**src/hdl/hcbp_pkg.sv**
```systemverilog
// Shared types and constants for the prefix-code bit packer.
// Used by the front end, the queue, the back end and the top level.
`default_nettype none
package hcbp_pkg;

    localparam int CODE_W  = 32;
    localparam int LEN_W   = 6;
    localparam int SYM_W   = 8;
    localparam int BYTE_W  = 8;
    localparam int COUNT_W = 32;
    localparam int Q_DEPTH = 2;

    localparam logic [COUNT_W-1:0] COUNT_SAT = {COUNT_W{1'b1}};

    // Input command codes
    typedef enum logic [1:0] {
        CMD_LOAD   = 2'd0,
        CMD_ENCODE = 2'd1,
        CMD_FLUSH  = 2'd2,
        CMD_NONE   = 2'd3
    } cmd_t;

    // One classified request passed from front to back
    typedef struct packed {
        logic              is_flush;
        logic [CODE_W-1:0] code;
        logic [LEN_W-1:0]  len;
    } entry_t;

endpackage
`default_nettype wire

```
**src/hdl/hcbp_queue.sv**
```systemverilog
// Two-entry request queue between the front and back ends.
// Depends on hcbp_pkg.
`default_nettype none
module hcbp_queue (
    input  wire logic             aclk,
    input  wire logic             aresetn,
    input  wire logic             in_valid,
    output logic                  in_ready,
    input  wire hcbp_pkg::entry_t in_entry,
    output logic                  out_valid,
    input  wire logic             out_ready,
    output hcbp_pkg::entry_t      out_entry
);

    localparam int PTR_W = $clog2(hcbp_pkg::Q_DEPTH);
    localparam int CNT_W = $clog2(hcbp_pkg::Q_DEPTH + 1);

    hcbp_pkg::entry_t   slot_reg [hcbp_pkg::Q_DEPTH];
    logic [PTR_W-1:0]   wr_ptr_reg;
    logic [PTR_W-1:0]   rd_ptr_reg;
    logic [CNT_W-1:0]   fill_reg;
    logic               push;
    logic               pop;

    assign in_ready  = fill_reg != CNT_W'(hcbp_pkg::Q_DEPTH);
    assign out_valid = fill_reg != '0;
    assign push      = in_valid && in_ready;
    assign pop       = out_valid && out_ready;
    assign out_entry = slot_reg[rd_ptr_reg];

    // Store incoming request
    always_ff @(posedge aclk) begin
        if (push) begin
            slot_reg[wr_ptr_reg] <= in_entry;
        end
    end

    // Advance pointers and fill level
    always_ff @(posedge aclk) begin
        if (!aresetn) begin
            wr_ptr_reg <= '0;
            rd_ptr_reg <= '0;
            fill_reg   <= '0;
        end else begin
            if (push) begin
                wr_ptr_reg <= wr_ptr_reg + PTR_W'(1);
            end
            if (pop) begin
                rd_ptr_reg <= rd_ptr_reg + PTR_W'(1);
            end
            if (push && !pop) begin
                fill_reg <= fill_reg + CNT_W'(1);
            end else if (pop && !push) begin
                fill_reg <= fill_reg - CNT_W'(1);
            end
        end
    end

endmodule
`default_nettype wire

```
**config.mk**
```make
export PLATFORM = sky130hd
export DESIGN_NAME = hcbp_queue
export DESIGN_NICKNAME = d
export VERILOG_FILES = /design/src/hdl/hcbp_pkg.sv /design/src/hdl/hcbp_queue.sv
export SDC_FILE = /design/constraint.sdc
export NUM_CORES = 1
export LEC_CHECK = 0
export BUFFER_PORTS_ARGS = -buffer_cell sky130_fd_sc_hd__buf_4
export CORE_MARGIN = 3
export CORE_UTILIZATION = 51
export DETAILED_ROUTE_END_ITERATION = 10
export PLACE_DENSITY_LB_ADDON = 0.2
export SETUP_SLACK_MARGIN = 0.2
export SLEW_MARGIN = 20
export SYNTH_ARGS = -nofsm -noshare
export SYNTH_HDL_FRONTEND = slang
export SYNTH_SLANG_ARGS = --single-unit
```
**constraint.sdc**
```tcl
create_clock -name aclk -period 2.34 [get_ports aclk]
set_input_delay 0.234 -clock aclk [delete_from_list [all_inputs] [get_ports aclk]]
set_output_delay 0.234 -clock aclk [all_outputs]
set_load 0.1 [all_outputs]
```
[Word level (Yosys, flattened, before mapping)]
Memory sizes are Yosys's and may differ from the RTL's. A register that Yosys moved wholly into a read port is not among the register bits.
Index checks and enable logic that the tools add are counted.
Cells by class
  $lt $le $gt $ge: 0
  shifts and indexed selects: 0
  reduce and logical (&&, ||, !) cells: 8
  add/sub/neg operators: 4
  bitwise gates (word level): 0
  mux-type cells: 6
  equality and inequality tests: 1
  multiply operators: 0
  div/mod/pow operators: 0
Operators with widths (number)
  logical AND 1 bit: 4
  2-to-1 mux 1 bit: 4
  2-to-1 mux 2 bit: 2
  nonzero test 2 bit: 2
  adder 1 bit (second input constant): 2
  adder 2 x 1 -> 2 bit (second input constant): 1
  logical NOT 1 bit: 2
  inequality test 2 bit (second input constant): 1
  subtractor 2 x 1 -> 2 bit (second input constant): 1
Word-level totals
  bits in read-only memories: 0
  latch bits: 0
  output and inout port bits: 41
  RAM bits: 78
  word-level logic and storage cells: 23
  memories kept: 1
  register bits: 4
Memory list
  slot_reg: words 2, bits a word 39, rd ports 1, clocked after memory_dff 1, wr ports 1, line hcbp_queue.sv:18  | hcbp_pkg::entry_t slot_reg [hcbp_pkg::Q_DEPTH];

[Logic depth before layout (Yosys ltp)]
  depth in word-level cells: 6
  mapped depth: 6

[Worst setup path after synthesis]
Ideal clock, no wire load.
  path type: reg-to-reg
  start: register fill_reg[0]
  end: memory slot_reg[1][0] in the netlist's numbering, enable pin
  setup slack: 145 ps
  data arrival time: 1795 ps
  stages on the path, launching flop included: 3
  setup time: 400 ps
  period minus slack after synthesis: 2195 ps
  path through: dfxtp_1 nand2b_4 and3_1
On the way
  cells in the longest elaborated chain, start to end: 4
Ends and longest elaborated chain
  start: declaration: line hcbp_queue.sv:21  | logic [CNT_W-1:0] fill_reg;
  start signal: assignment: line hcbp_queue.sv:52  | fill_reg <= fill_reg + CNT_W'(1);
  start signal: assignment: line hcbp_queue.sv:54  | fill_reg <= fill_reg - CNT_W'(1);
  inequality test 2 bit: line hcbp_queue.sv:25  | assign in_ready = fill_reg != CNT_W'(hcbp_pkg::Q_DEPTH);
  net in_ready: line hcbp_queue.sv:8  | output logic in_ready,
  logical AND 1 bit: line hcbp_queue.sv:27  | assign push = in_valid && in_ready;
  2-to-1 mux 1 bit: line hcbp_queue.sv:33  | if (push) begin
  2-to-1 mux 1 bit (not written as such): line hcbp_queue.sv:34  | slot_reg[wr_ptr_reg] <= in_entry;
  end: declaration: line hcbp_queue.sv:18
The timed path passes the listed nets, and every way through them passes these cells.

==> flow_summary.toml <==
[run_status]
status = "complete, no violations"

[critical_path]
crit_buf_inv = 2
crit_cells = 3
startpoint_type = "flop"
crit_top_cell = "buf_4"
max_stage_delay_ns = 0.38
cp_cell_sequence = "buf_4 -> mux2_2 -> buf_4"
crit_path_max_fanout = 20
cp.required_ns = 2.11
critPathSlowestCell = "mux2_2"
r2r_cells = 5
crit_family = "buffers and inverters"
critPathKind = "flop to output pin"
cp.arrival_ns = 1.55
end_kind = "output pin"

[floorplanning]
rows = 27
die_w_um = 83.32
coreArea_sq_um = 5642
initial_utilization_pct = 54.05
boundaryPins = 84
die_y_um = 83.32
die_area_sq_um = 6942

[drt]
topRoutingLayerUsed = "met4"
drtIter0Drc = 53
viasPerCell = 4.937
met2_length_um = 2769
drc_errors = 0
dr.pass1.iters = 4
vias = 1570
wl_met3_um = 339
routed_wl_um = 5178
ant_nets = 0
wl_per_cell_um = 16.28
met1_length_um = 1967

[min_path]
holdPathStages = 1
min_path_type = "input port to flop"

[logic_synthesis]
ys.flop_type = "edfxtp_1"
yosys-top-cells-area = "edfxtp_1, mux2_2, dfxtp_1"
ys_ff_latch = 83
synthTopCellsByCount = "edfxtp_1, mux2_2, dfxtp_1"
yosysTopAreaCell = "edfxtp_1"
synth_area_per_cell_sq_um = 21.03
synth_fp_nets = 189
async_flop_share_pct = 0
synth_edf_count = 78
ys_seq_area_share_pct = 80.10
netlist.area_leader.share_pct = 76.82
syn_area_sq_um = 3049
syn_inst = 145
synthMostInstantiatedCell = "edfxtp_1"
ys_warn_count = 0
synth_cell_types = 20

[sta]
rsz0062_at_grt = "false"
tns_ns = 0
worst_pin_slew_ns = 0.2903
finalSetupViolations = 0
drv_slew = 0
min_period_ns = 1.784
max_freq_ghz = 0.5604
maxSlewHeadroom_pct = 80.81
period_share_pct = 76.26
hold_violations = 0
finClkSkew_ns = 0.006229

[clocking]
cts.htree.levels = 3
cts_resized = 0
cts_hold_buf = 0
clk_latency_ns = 0.33
clk_path_buf_depth = 2
cts_tree = "built"
root_buffer = "clkbuf_8"
cts_setup_buffers = 0
cts_made_buffers = 9
clk_pin_slew_ns = 0.08
cts.sinks = 83

[layout]
area_growth_pct = 31.23
multi_input_area_sq_um = 579.3
diodes = 0
drive_gt1_share_pct = 60.57
fill_cells = 362
nets = 285
final-seq-area_sq_um = 2444
largest_reg_flops = 78

[placement]
gp_congestion = 0.6734
dp_hpwl_um = 3692
io_buffers = 83

[global_routing]
grt_use_total_pct = 15.93
grt_pass1_wl_um = 8452
antenna_found_initial = 0
grt_pass1_vias = 1794
grt_max_degree = 21
gr-total-overflow = 0

[job]
maxCapViolCount = 0
[per-layer routing]
metal	vias to the layer above	GRT usage (%)
li1	756	-
met1	749	17.24
met2	55	27.84
met3	10	5.258
met4	0	7.875
met5	-	0
[area by class of cell]
| class | count | area share (%) |
|---|---|---|
| clock buffers | 9 | 3.096 |
| clock inverters | 7 | 2.314 |
| inverters | 1 | 0.09381 |
| multi-input cells | 57 | 14.48 |
| flip-flops and latches | 83 | 61.07 |
| well taps | 72 | 2.251 |
| repair buffers | 89 | 16.70 |
[cell usage in the layout, fill, tap and decap left out, drive strengths merged, types with 2 or more instances in the layout]
| cell type | count |
|---|---|
| edfxtp | 78 |
| clkinv | 5 |
| buf | 89 |
| dfxtp | 5 |
| o21ai | 2 |
| bufinv | 2 |
| xnor2 | 2 |
| a21boi | 2 |
| and2 | 4 |
| clkbuf | 9 |
| mux2 | 39 |
[cell families (layout without fill, tap and decap cells)]
group                    count (synthesis)  after routing  synth area share [%]
adder cells (fa/ha/maj)                  1              1                0.4103
multiplexers                            39             39                 14.40
XOR/XNOR                                 3              3                0.8619
AND/OR/NAND/NOR                          9              9                 2.134
AO/OA/AOI/OAI                            5              5                 1.149
buffers and inverters                    5            106                0.9435
flip-flops                              83             83                 80.10
[stage by stage]
| step | instance area [sq um] | hold slack (ns) | util (%) | setup slack, ns | std cells |
|---|---|---|---|---|---|
| 4_1_cts | 4001 | 0.06396 | 70.92 | 0.5371 | 318 |
| 5_1_grt | 4001 | 0.05497 | 70.92 | 0.5060 | 318 |
| 2_1_floorplan | 3050 | 0.3329 | - | 0.2927 | 145 |
| 6_report | 4001 | 0.08314 | 70.92 | 0.5556 | 318 |
| 3_3_place_gp | 3785 | 0.4189 | 67.09 | 0.8390 | 302 |
| 3_5_place_dp | 3785 | 0.4217 | 67.09 | 0.7555 | 302 |
[worst paths after layout]
kind,startpoint,to,slack (ns)
worst max-delay path,flop,out_entry[7],0.56
worst min-delay path,in_entry[19],slot_reg[1][19],0.08
worst max register to register,fill_reg[0],fill_reg[1],0.74
worst min register to register,fill_reg[1],fill_reg[1],0.55
Power is left out: the tool's default activity adds up to more than one toggle a clock period on the data nets, which glitch-free logic cannot reach.
