[src/hdl/hcbp_pkg.sv]
// Shared types and constants for the prefix-code bit packer.
// Used by the front end, the queue, the back end and the top level.
`default_nettype none
package hcbp_pkg;

    localparam int CODE_W  = 32;
    localparam int LEN_W   = 6;
    localparam int SYM_W   = 8;
    localparam int BYTE_W  = 8;
    localparam int COUNT_W = 32;
    localparam int Q_DEPTH = 2;

    localparam logic [COUNT_W-1:0] COUNT_SAT = {COUNT_W{1'b1}};

    // Input command codes
    typedef enum logic [1:0] {
        CMD_LOAD   = 2'd0,
        CMD_ENCODE = 2'd1,
        CMD_FLUSH  = 2'd2,
        CMD_NONE   = 2'd3
    } cmd_t;

    // One classified request passed from front to back
    typedef struct packed {
        logic              is_flush;
        logic [CODE_W-1:0] code;
        logic [LEN_W-1:0]  len;
    } entry_t;

endpackage
`default_nettype wire

[src/hdl/hcbp_back.sv]
// Back end: bit accumulator, byte emitter, saturating counters, output register.
// Depends on hcbp_pkg.
`default_nettype none
module hcbp_back #(
    parameter int LEN_CAP = 32
) (
    input  wire logic                          aclk,
    input  wire logic                          aresetn,
    input  wire logic                          q_valid,
    output logic                               q_ready,
    input  wire hcbp_pkg::entry_t              q_entry,
    output logic                               m_valid,
    input  wire logic                          m_ready,
    output logic [hcbp_pkg::BYTE_W-1:0]        m_out_byte,
    output logic                               m_byte_valid,
    output logic [hcbp_pkg::COUNT_W-1:0]       m_total_bits,
    output logic [hcbp_pkg::COUNT_W-1:0]       m_symbols_seen,
    output logic                               m_last
);

    localparam int ACC_W = LEN_CAP + 7;
    localparam int CNT_W = $clog2(ACC_W + 1);

    typedef enum logic [1:0] {
        ST_IDLE = 2'b01,
        ST_EMIT = 2'b10
    } state_t;

    state_t                        state_reg, state_next;
    logic [ACC_W-1:0]              acc_reg, acc_next;
    logic [CNT_W-1:0]              cnt_reg, cnt_next;
    logic [hcbp_pkg::COUNT_W-1:0]  bits_reg, bits_next;
    logic [hcbp_pkg::COUNT_W-1:0]  syms_reg, syms_next;

    logic                          m_valid_reg, m_valid_next;
    logic [hcbp_pkg::BYTE_W-1:0]   byte_reg, byte_next;
    logic                          bvalid_reg, bvalid_next;
    logic [hcbp_pkg::COUNT_W-1:0]  tb_reg, tb_next;
    logic [hcbp_pkg::COUNT_W-1:0]  ss_reg, ss_next;
    logic                          last_reg, last_next;

    logic                          out_free;
    logic                          pop;
    logic [ACC_W-1:0]              code_mask;
    logic [ACC_W-1:0]              acc_app;
    logic [CNT_W-1:0]              cnt_app;
    logic [ACC_W-1:0]              acc_sh;
    logic [CNT_W-1:0]              cnt_rem;
    logic [hcbp_pkg::BYTE_W-1:0]   flush_byte;
    logic [hcbp_pkg::COUNT_W:0]    bits_sum;
    logic [hcbp_pkg::COUNT_W:0]    syms_sum;

    assign out_free = !m_valid_reg || m_ready;
    assign q_ready  = (state_reg == ST_IDLE) && (!q_entry.is_flush || out_free);
    assign pop      = q_valid && q_ready;

    // Append the code bits below the pending bits
    assign code_mask = (ACC_W'(1) << q_entry.len) - ACC_W'(1);
    assign acc_app   = (acc_reg << q_entry.len)
                     | (ACC_W'(q_entry.code[LEN_CAP-1:0]) & code_mask);
    assign cnt_app   = cnt_reg + CNT_W'(q_entry.len);

    // Top complete byte sits just below the count
    assign cnt_rem = cnt_reg - CNT_W'(8);
    assign acc_sh  = acc_reg >> cnt_rem;

    // Left-justify the leftover bits, zero padded
    assign flush_byte = {acc_reg[6:0], 1'b0} << (3'd7 - cnt_reg[2:0]);

    assign bits_sum = {1'b0, bits_reg} + (hcbp_pkg::COUNT_W+1)'(q_entry.len);
    assign syms_sum = {1'b0, syms_reg} + (hcbp_pkg::COUNT_W+1)'(1);

    always_comb begin
        state_next   = state_reg;
        acc_next     = acc_reg;
        cnt_next     = cnt_reg;
        bits_next    = bits_reg;
        syms_next    = syms_reg;
        m_valid_next = m_valid_reg && !m_ready;
        byte_next    = byte_reg;
        bvalid_next  = bvalid_reg;
        tb_next      = tb_reg;
        ss_next      = ss_reg;
        last_next    = last_reg;
        unique case (state_reg)
            ST_IDLE: begin
                if (pop && q_entry.is_flush) begin
                    m_valid_next = 1'b1;
                    bvalid_next  = cnt_reg != '0;
                    byte_next    = (cnt_reg != '0) ? flush_byte : '0;
                    tb_next      = bits_reg;
                    ss_next      = syms_reg;
                    last_next    = 1'b1;
                    cnt_next     = '0;
                    acc_next     = '0;
                end else if (pop) begin
                    acc_next  = acc_app;
                    cnt_next  = cnt_app;
                    bits_next = bits_sum[hcbp_pkg::COUNT_W]
                              ? hcbp_pkg::COUNT_SAT : bits_sum[hcbp_pkg::COUNT_W-1:0];
                    syms_next = syms_sum[hcbp_pkg::COUNT_W]
                              ? hcbp_pkg::COUNT_SAT : syms_sum[hcbp_pkg::COUNT_W-1:0];
                    if (cnt_app >= CNT_W'(8)) begin
                        state_next = ST_EMIT;
                    end
                end
            end
            ST_EMIT: begin
                if (out_free) begin
                    m_valid_next = 1'b1;
                    bvalid_next  = 1'b1;
                    byte_next    = acc_sh[7:0];
                    tb_next      = '0;
                    ss_next      = '0;
                    last_next    = cnt_rem < CNT_W'(8);
                    cnt_next     = cnt_rem;
                    if (cnt_rem < CNT_W'(8)) begin
                        state_next = ST_IDLE;
                    end
                end
            end
            default: begin
                state_next = ST_IDLE;
            end
        endcase
    end

    // Control registers
    always_ff @(posedge aclk) begin
        if (!aresetn) begin
            state_reg   <= ST_IDLE;
            acc_reg     <= '0;
            cnt_reg     <= '0;
            bits_reg    <= '0;
            syms_reg    <= '0;
            m_valid_reg <= 1'b0;
        end else begin
            state_reg   <= state_next;
            acc_reg     <= acc_next;
            cnt_reg     <= cnt_next;
            bits_reg    <= bits_next;
            syms_reg    <= syms_next;
            m_valid_reg <= m_valid_next;
        end
    end

    // Output payload
    always_ff @(posedge aclk) begin
        byte_reg   <= byte_next;
        bvalid_reg <= bvalid_next;
        tb_reg     <= tb_next;
        ss_reg     <= ss_next;
        last_reg   <= last_next;
    end

    assign m_valid        = m_valid_reg;
    assign m_out_byte     = byte_reg;
    assign m_byte_valid   = bvalid_reg;
    assign m_total_bits   = tb_reg;
    assign m_symbols_seen = ss_reg;
    assign m_last         = last_reg;

    // Idle only with a partial byte pending
    a_idle_partial: assert property (@(posedge aclk) disable iff (!aresetn)
        state_reg == ST_IDLE |-> cnt_reg < CNT_W'(8))
        else $error("pending count holds a complete byte while idle");

    // Emitting only with a complete byte available
    a_emit_full: assert property (@(posedge aclk) disable iff (!aresetn)
        state_reg == ST_EMIT |-> cnt_reg >= CNT_W'(8))
        else $error("emit state without a complete byte");

    // An empty byte only comes from a flush, which always closes the request
    a_empty_last: assert property (@(posedge aclk) disable iff (!aresetn)
        m_valid_reg && !bvalid_reg |-> last_reg)
        else $error("empty byte result without last");

    // No queue pop while bytes remain to be emitted
    a_no_pop_emit: assert property (@(posedge aclk) disable iff (!aresetn)
        state_reg == ST_EMIT |-> !q_ready)
        else $error("queue popped during byte emission");

endmodule
`default_nettype wire

[config.mk]
export PLATFORM = sky130hd
export DESIGN_NAME = hcbp_back
export DESIGN_NICKNAME = d
export VERILOG_FILES = /design/src/hdl/hcbp_pkg.sv /design/src/hdl/hcbp_back.sv
export SDC_FILE = /design/constraint.sdc
export NUM_CORES = 1
export LEC_CHECK = 0
export BUFFER_PORTS_ARGS = -buffer_cell sky130_fd_sc_hd__clkbuf_2
export CAP_MARGIN = 20
export CELL_PAD_IN_SITES_DETAIL_PLACEMENT = 1
export CELL_PAD_IN_SITES_GLOBAL_PLACEMENT = 1
export CORE_ASPECT_RATIO = 1.1
export CORE_MARGIN = 3
export CORE_UTILIZATION = 46
export DETAILED_ROUTE_END_ITERATION = 7
export GPL_TIMING_DRIVEN = 0
export PLACE_DENSITY_LB_ADDON = 0.1
export SLEW_MARGIN = 40
export SYNTH_ARGS = -nofsm -noshare
export SYNTH_HDL_FRONTEND = slang
export SYNTH_SLANG_ARGS = --single-unit
[constraint.sdc]
create_clock -name aclk -period 6.4 [get_ports aclk]
set_input_delay 0.64 -clock aclk [delete_from_list [all_inputs] [get_ports aclk]]
set_output_delay 0.64 -clock aclk [all_outputs]
set_load 0.02 [all_outputs]
After elaboration in Yosys (flattened, before gate mapping)
Cells that the tools add are included.
{ "classes": {"add_sub_neg": 6, "div": 0, "bitwise_logic": 3, "n_eq_ne": 9, "reduce_logical": 17, "n_mul": 0, "shifts": 4, "n_lt_le_gt_ge": 2, "muxes": 32} }
{ "ops": {"columns": ["op", "count"], "rows": [
  ["two-way mux 32 bit", 5],
  ["one-hot mux 32 bit (2 select lines)", 2],
  ["two-way mux 39 bit", 2],
  ["bitwise AND 32 x 39 -> 39 bit", 1],
  ["bitwise OR 39 bit", 1],
  ["<< shifter 1 x 6 -> 39 bit, first input constant", 1],
  ["<< shifter 39 x 6 -> 39 bit", 1],
  ["right shift 39 x 6 -> 8 bit", 1],
  ["subtractor 39 x 2 -> 39 bit, second input constant", 1],
  ["adder 32 x 1 -> 33 bit, second input constant", 1],
  ["adder 32 x 6 -> 33 bit", 1],
  ["two-way mux 8 bit", 3],
  ["two-way mux 6 bit", 3],
  ["one-hot mux 8 bit (2 select lines)", 1],
  ["one-hot mux 6 bit (2 select lines)", 1],
  ["two-way mux 2 bit", 5],
  ["AND reduction 3 bit", 3],
  ["!= test 2 bit, second input constant", 4],
  ["<< shifter 8 x 3 -> 8 bit", 1],
  ["adder 6 bit", 1],
  ["greater-or-equal comparator 6 x 4 -> 1 bit, second input constant", 1],
  ["less-than comparator 6 x 4 -> 1 bit, second input constant", 1],
  ["two-way mux 1 bit", 6],
  ["one-hot mux 1 bit (2 select lines)", 3],
  ["other kinds (15)", 23]
]} }
{ "totals": {"mem_bits_ro": 0, "reg_bits": 186, "latch_bits": 0, "input_bits": 43, "wordCells": 84, "mem_bits_rw": 0, "memories": 0} }

Depth between registers and ports, before layout
{ "logic_depth": {"word_depth": 8, "depth_mapped": 14} }

Least setup slack after synthesis
OpenSTA, ideal clock, no wires.
{ "synth_timing": {"kind": "register -> register", "from": "register state_reg[0]", "to": "register bvalid_reg (netlist: m_byte_valid) (enable)", "arrival_ns": 4.963, "setup_ns": 0.530, "stages_incl_launch_ff": 8, "t_required_ns": 5.870, "slack_ns": 0.907, "n_path_buf": 3, "cell_sequence": "dfxtp_1 inv_1 ha_1 clkbuf_1 clkbuf_1 buf_1 nand2_1 a21oi_1"} }
{ "synth_via": {"elab_chain_cells": 6, "elab_cells_between_ends": 9, "cone_classes": "4 x eq/ne; 5 x reduce/logical"} }
{ "synth_lines": {"columns": ["item", "line", "source"], "rows": [
  ["start: declaration", "hcbp_back.sv:29", "state_t state_reg, state_next;"],
  ["start signal: assignment", "hcbp_back.sv:138", "state_reg <= state_next;"],
  ["== test 2 x 1 -> 1 bit", "hcbp_back.sv:54, hcbp_back.sv:85", null],
  ["logical AND 1 bit", "hcbp_back.sv:54", "assign q_ready = (state_reg == ST_IDLE) && (!q_entry.is_flush || out_free);"],
  ["logical AND 1 bit", "hcbp_back.sv:55", "assign pop = q_valid && q_ready;"],
  ["logical AND 1 bit", "hcbp_back.sv:87", "if (pop && q_entry.is_flush) begin"],
  ["!= test 2 x 1 -> 1 bit (no line)", null, null],
  ["AND reduction 3 bit (no line) *", null, null],
  ["end signal: assignment", "hcbp_back.sv:150", "bvalid_reg <= bvalid_next;"],
  ["end: declaration", "hcbp_back.sv:37", "logic bvalid_reg, bvalid_next;"]
]} }
Mark *: on every way between the ends. The rest lies on a longest branch, timed or not.
A chain may end at the register's enable or synchronous reset.

Worst setup path after layout
{ "layout_timing": {"from": "input q_entry[5] (netlist name)", "to": "register acc_reg[22]"} }
{ "layout_via": {"elab_chain_cells": 6, "elab_cells_between_ends": 7, "cone_classes": "1 x add/sub; 2 x shift; 2 x mux; 2 x bitwise"} }
{ "layout_lines": {"columns": ["item", "line", "source"], "rows": [
  ["start: declaration", "hcbp_back.sv:11", "input wire hcbp_pkg::entry_t q_entry,"],
  ["<< shifter 1 x 6 -> 39 bit", "hcbp_back.sv:58", "assign code_mask = (ACC_W'(1) << q_entry.len) - ACC_W'(1);"],
  ["subtractor 39 x 2 -> 39 bit", "hcbp_back.sv:58", null],
  ["bitwise AND 32 x 39 -> 39 bit", "hcbp_back.sv:60", "| (ACC_W'(q_entry.code[LEN_CAP-1:0]) & code_mask);"],
  ["bitwise OR 39 bit *", "hcbp_back.sv:60", null],
  ["two-way mux 39 bit *", "hcbp_back.sv:96", "end else if (pop) begin"],
  ["two-way mux 39 bit *", "hcbp_back.sv:87", null],
  ["end signal: assignment", "hcbp_back.sv:139", "acc_reg <= acc_next;"],
  ["end: declaration", "hcbp_back.sv:30", "logic [ACC_W-1:0] acc_reg, acc_next;"]
]} }
Mark *: on every way between the ends. The rest lies on a longest branch, timed or not. The select of a mux whose other input is x is not followed.

==> flow_metrics.py <==
metrics = {
    "worst_setup_path": {
        "critPathMaxFanout": 10,
        "cp_cell_sequence": "clkbuf_2 > clkbuf_1 > nor3_1 > clkbuf_1 > nand3_1 > ha_1 > clkbuf_1 > o21a_1 > o211ai_1 > o21ai_0 > a221oi_1 > o21ai_0",
        "cp_slowest_stage_delay_ps": 630,
        "startpoint": "q_entry[5]",
        "crit_end": "acc_reg[22]$_SDFFE_PN0P_",
        "path_common_cell": "clkbuf_1",
        "worstPathArrival_ps": 4440,
        "criticalPathCategory": "primary input to register",
        "required_ps": 6710,
        "r2r_end": "acc_reg[18]$_SDFFE_PN0P_",
        "end_kind": "register",
        "rr_startpoint": "state_reg[1]$_SDFFE_PN0P_",
        "rrSetupSlack_ps": 2890,
        "critPathLaunchType": "primary input",
        "reg2reg_depth": 9,
        "slowest_stage": "nor3_1",
    },
    "yosys": {
        "yosysUniqueCellTypes": 83,
        "synth_top_area_share_pct": 18.04,
        "yosysSeqAreaShare_pct": 35.92,
        "syn_inst": 1386,
        "synth_area_mm2": 0.01243,
        "synth_area_leaders": "dfxtp_1, edfxtp_1, mux2_2, mux2i_1, a21oi_1",
        "synth_edf_count": 74,
        "yosys.cell_count.top_type": "dfxtp_1",
        "ys_ff_latch": 186,
        "avgSynthCellArea_um2": 8.968,
        "synth_nets": 1447,
        "synthFlopType": "dfxtp_1",
        "synth_top_area_cell": "dfxtp_1",
        "yosysWarnings": 0,
        "async_flop_share_pct": 0,
        "synth_commonest_cells": "dfxtp_1, nor2_1, nand2_1",
    },
    "grt": {
        "grt_pass1_wl_um": 75050,
        "grt_pass1_vias": 12306,
        "grt_overflow": 0,
        "antenna_found_initial": 0,
        "grt_max_degree": 20,
        "grt_util_all_layers_pct": 34.08,
    },
    "drt": {
        "drc": 0,
        "routedWlPerCell_um": 26.36,
        "num_vias": 12241,
        "wl_um": 49850,
        "vias_per_cell": 6.473,
        "ant_nets": 0,
        "dr.pass1.iters": 6,
        "drt_iter0_drc": 1089,
    },
    "status": {
        "status": "complete, no violations",
    },
    "sta": {
        "finalCriticalPeriod_ps": 4127,
        "post-route-period-util_pct": 64.49,
        "tightest_slew_ps": 819.8,
        "relSlewSlack_pct": 44.77,
        "drv_slew": 0,
        "setup_viol": 0,
        "finClkSkew_ps": 19.93,
        "max_freq_mhz": 242.3,
        "rsz0062_at_grt": "no",
        "finalHoldViolCount": 0,
    },
    "cts": {
        "cts_tree": "done",
        "cts_setup_buffers": 0,
        "clock_tree.buffer_depth": 2,
        "cts_resized": 0,
        "h-tree-depth": 4,
        "cts.clk_slew.worst_paths_ps": 90,
        "clk_latency_ps": 450,
        "ctsHoldBuffers": 0,
        "cts-buffers-inserted": 17,
        "cts_root_buffer": "clkbuf_16",
        "cts.sinks": 186,
    },
    "die": {
        "dieArea_mm2": 0.02903,
        "core_mm2": 0.02638,
        "rows": 62,
        "io_pins": 119,
        "start_util_pct": 47.13,
        "die_h_um": 178.4,
        "die_x_um": 162.7,
    },
    "finish": {
        "syn_to_final_growth_pct": 13.83,
        "largest_register_ff_count": 39,
        "layout.nets": 1587,
        "final_area_mm2": 0.01415,
        "fin_cells": 1891,
        "drive_above_1_share_pct": 19.36,
        "diodes": 0,
        "fillers": 3136,
    },
    "placed_design": {
        "place_congestion": 1.021,
        "dpl.hpwl_um": 38130,
        "post_dp_cell_area_mm2": 0.01355,
        "io_buffer_count": 117,
        "dp_cells": 1859,
    },
    "pwr": {
        "power.density_mw_per_mm2": 247.7,
        "p_leak_nw": 5.405,
        "ir_drop_v": 0.0001687,
    },
    "flow_run": {
        "drv_cap": 0,
    },
    "worst_hold_path": {
        "hold_class": "primary input to register",
    },
}
## area by class of cell
cell class                      instances  area (um2)  area share (%)
Buffer                                107       491.7           3.475
Clock inverter                         14       171.4           1.212
Sequential cell                       186        4464           31.55
Multi-Input combinational cell       1063        7381           52.17
Tap cell                              352       440.4           3.113
Timing Repair Buffer                  121       658.1           4.652
Inverter                               30       112.6          0.7959
Clock buffer                           18       429.2           3.033
## power by group
group          internal, mW  leakage (nW)  switching (mW)
clock network         0.565         0.296           0.536
logic                 0.335          3.50           0.672
registers              1.32          1.61          0.0709
## through the flow
step | power [mW] | utilization [%] | setup WS [ps] | setup TNS [ps] | hold slack, ps
2_1_floorplan | 2.052 | - | 907.1 | 0 | 463.6
3_3_place_gp | 2.370 | 51.02 | -777.1 | -56480 | 482.7
3_5_place_dp | 2.405 | 51.36 | 2033 | 0 | 493.8
4_1_cts | 3.497 | 53.64 | 2497 | 0 | 430.2
5_1_grt | 3.653 | 53.64 | 2260 | 0 | 442.1
6_report | 3.504 | 53.64 | 2273 | 0 | 435.2
## worst min-delay path by stage
stage / start / endpoint / cells past startpoint
floorplan: acc_reg[38]$_SDFFE_PN0P_ / acc_reg[38]$_SDFFE_PN0P_ / 1
finish: q_entry[18] / acc_reg[12]$_SDFFE_PN0P_ / 3
detailed placement: state_reg[0]$_SDFFE_PN1P_ / state_reg[0]$_SDFFE_PN1P_ / 1
global placement: state_reg[1]$_SDFFE_PN0P_ / state_reg[1]$_SDFFE_PN0P_ / 2
global route: q_entry[18] / acc_reg[12]$_SDFFE_PN0P_ / 3
CTS: q_entry[18] / acc_reg[12]$_SDFFE_PN0P_ / 3
## layout by cell type, fill, tap and decap left out, types with 13 or more instances in the layout
cell type	n
xnor2_1	21
nor3_1	36
mux2_2	59
a21oi_1	85
and3_1	15
ha_1	16
mux4_2	16
mux2i_1	66
clkbuf_2	118
nor2_1	110
a22oi_1	17
a221oi_1	17
o22ai_1	24
a21o_1	21
nand4_1	22
buf_2	17
clkbuf_16	17
dfxtp_1	112
edfxtp_1	74
xor2_1	38
a211oi_1	13
inv_1	27
clkbuf_1	67
o21ai_0	77
nand2_1	109
nand3_1	39
nor2b_1	66
## critical path, delay by kind of cell
kind	cells	cell delay (ps)
AND/OR/NAND/NOR	2	790
AO/OA/AOI/OAI	5	1290
adder cells (fa/ha/maj)	1	330
buffers and inverters	4	1380
## logic make-up after synthesis
group,synth area share [%]
simple gates,18.97
compound gates,20.62
flops,35.92
mux,13.56
buf+inv,4.852
xor+xnor,4.157
fa+ha+maj,1.933
## per-layer routing
layer  part of all wire, %  up-vias  global-route usage (%)
li1                      -     5440                       -
met1                    39     5984                   41.86
met2                    47      638                   56.98
met3                   7.1      179                   5.039
met4                   6.6        0                   19.67
met5                     0        -                       0
No activity file was read; power rests on OpenSTA's default activity.
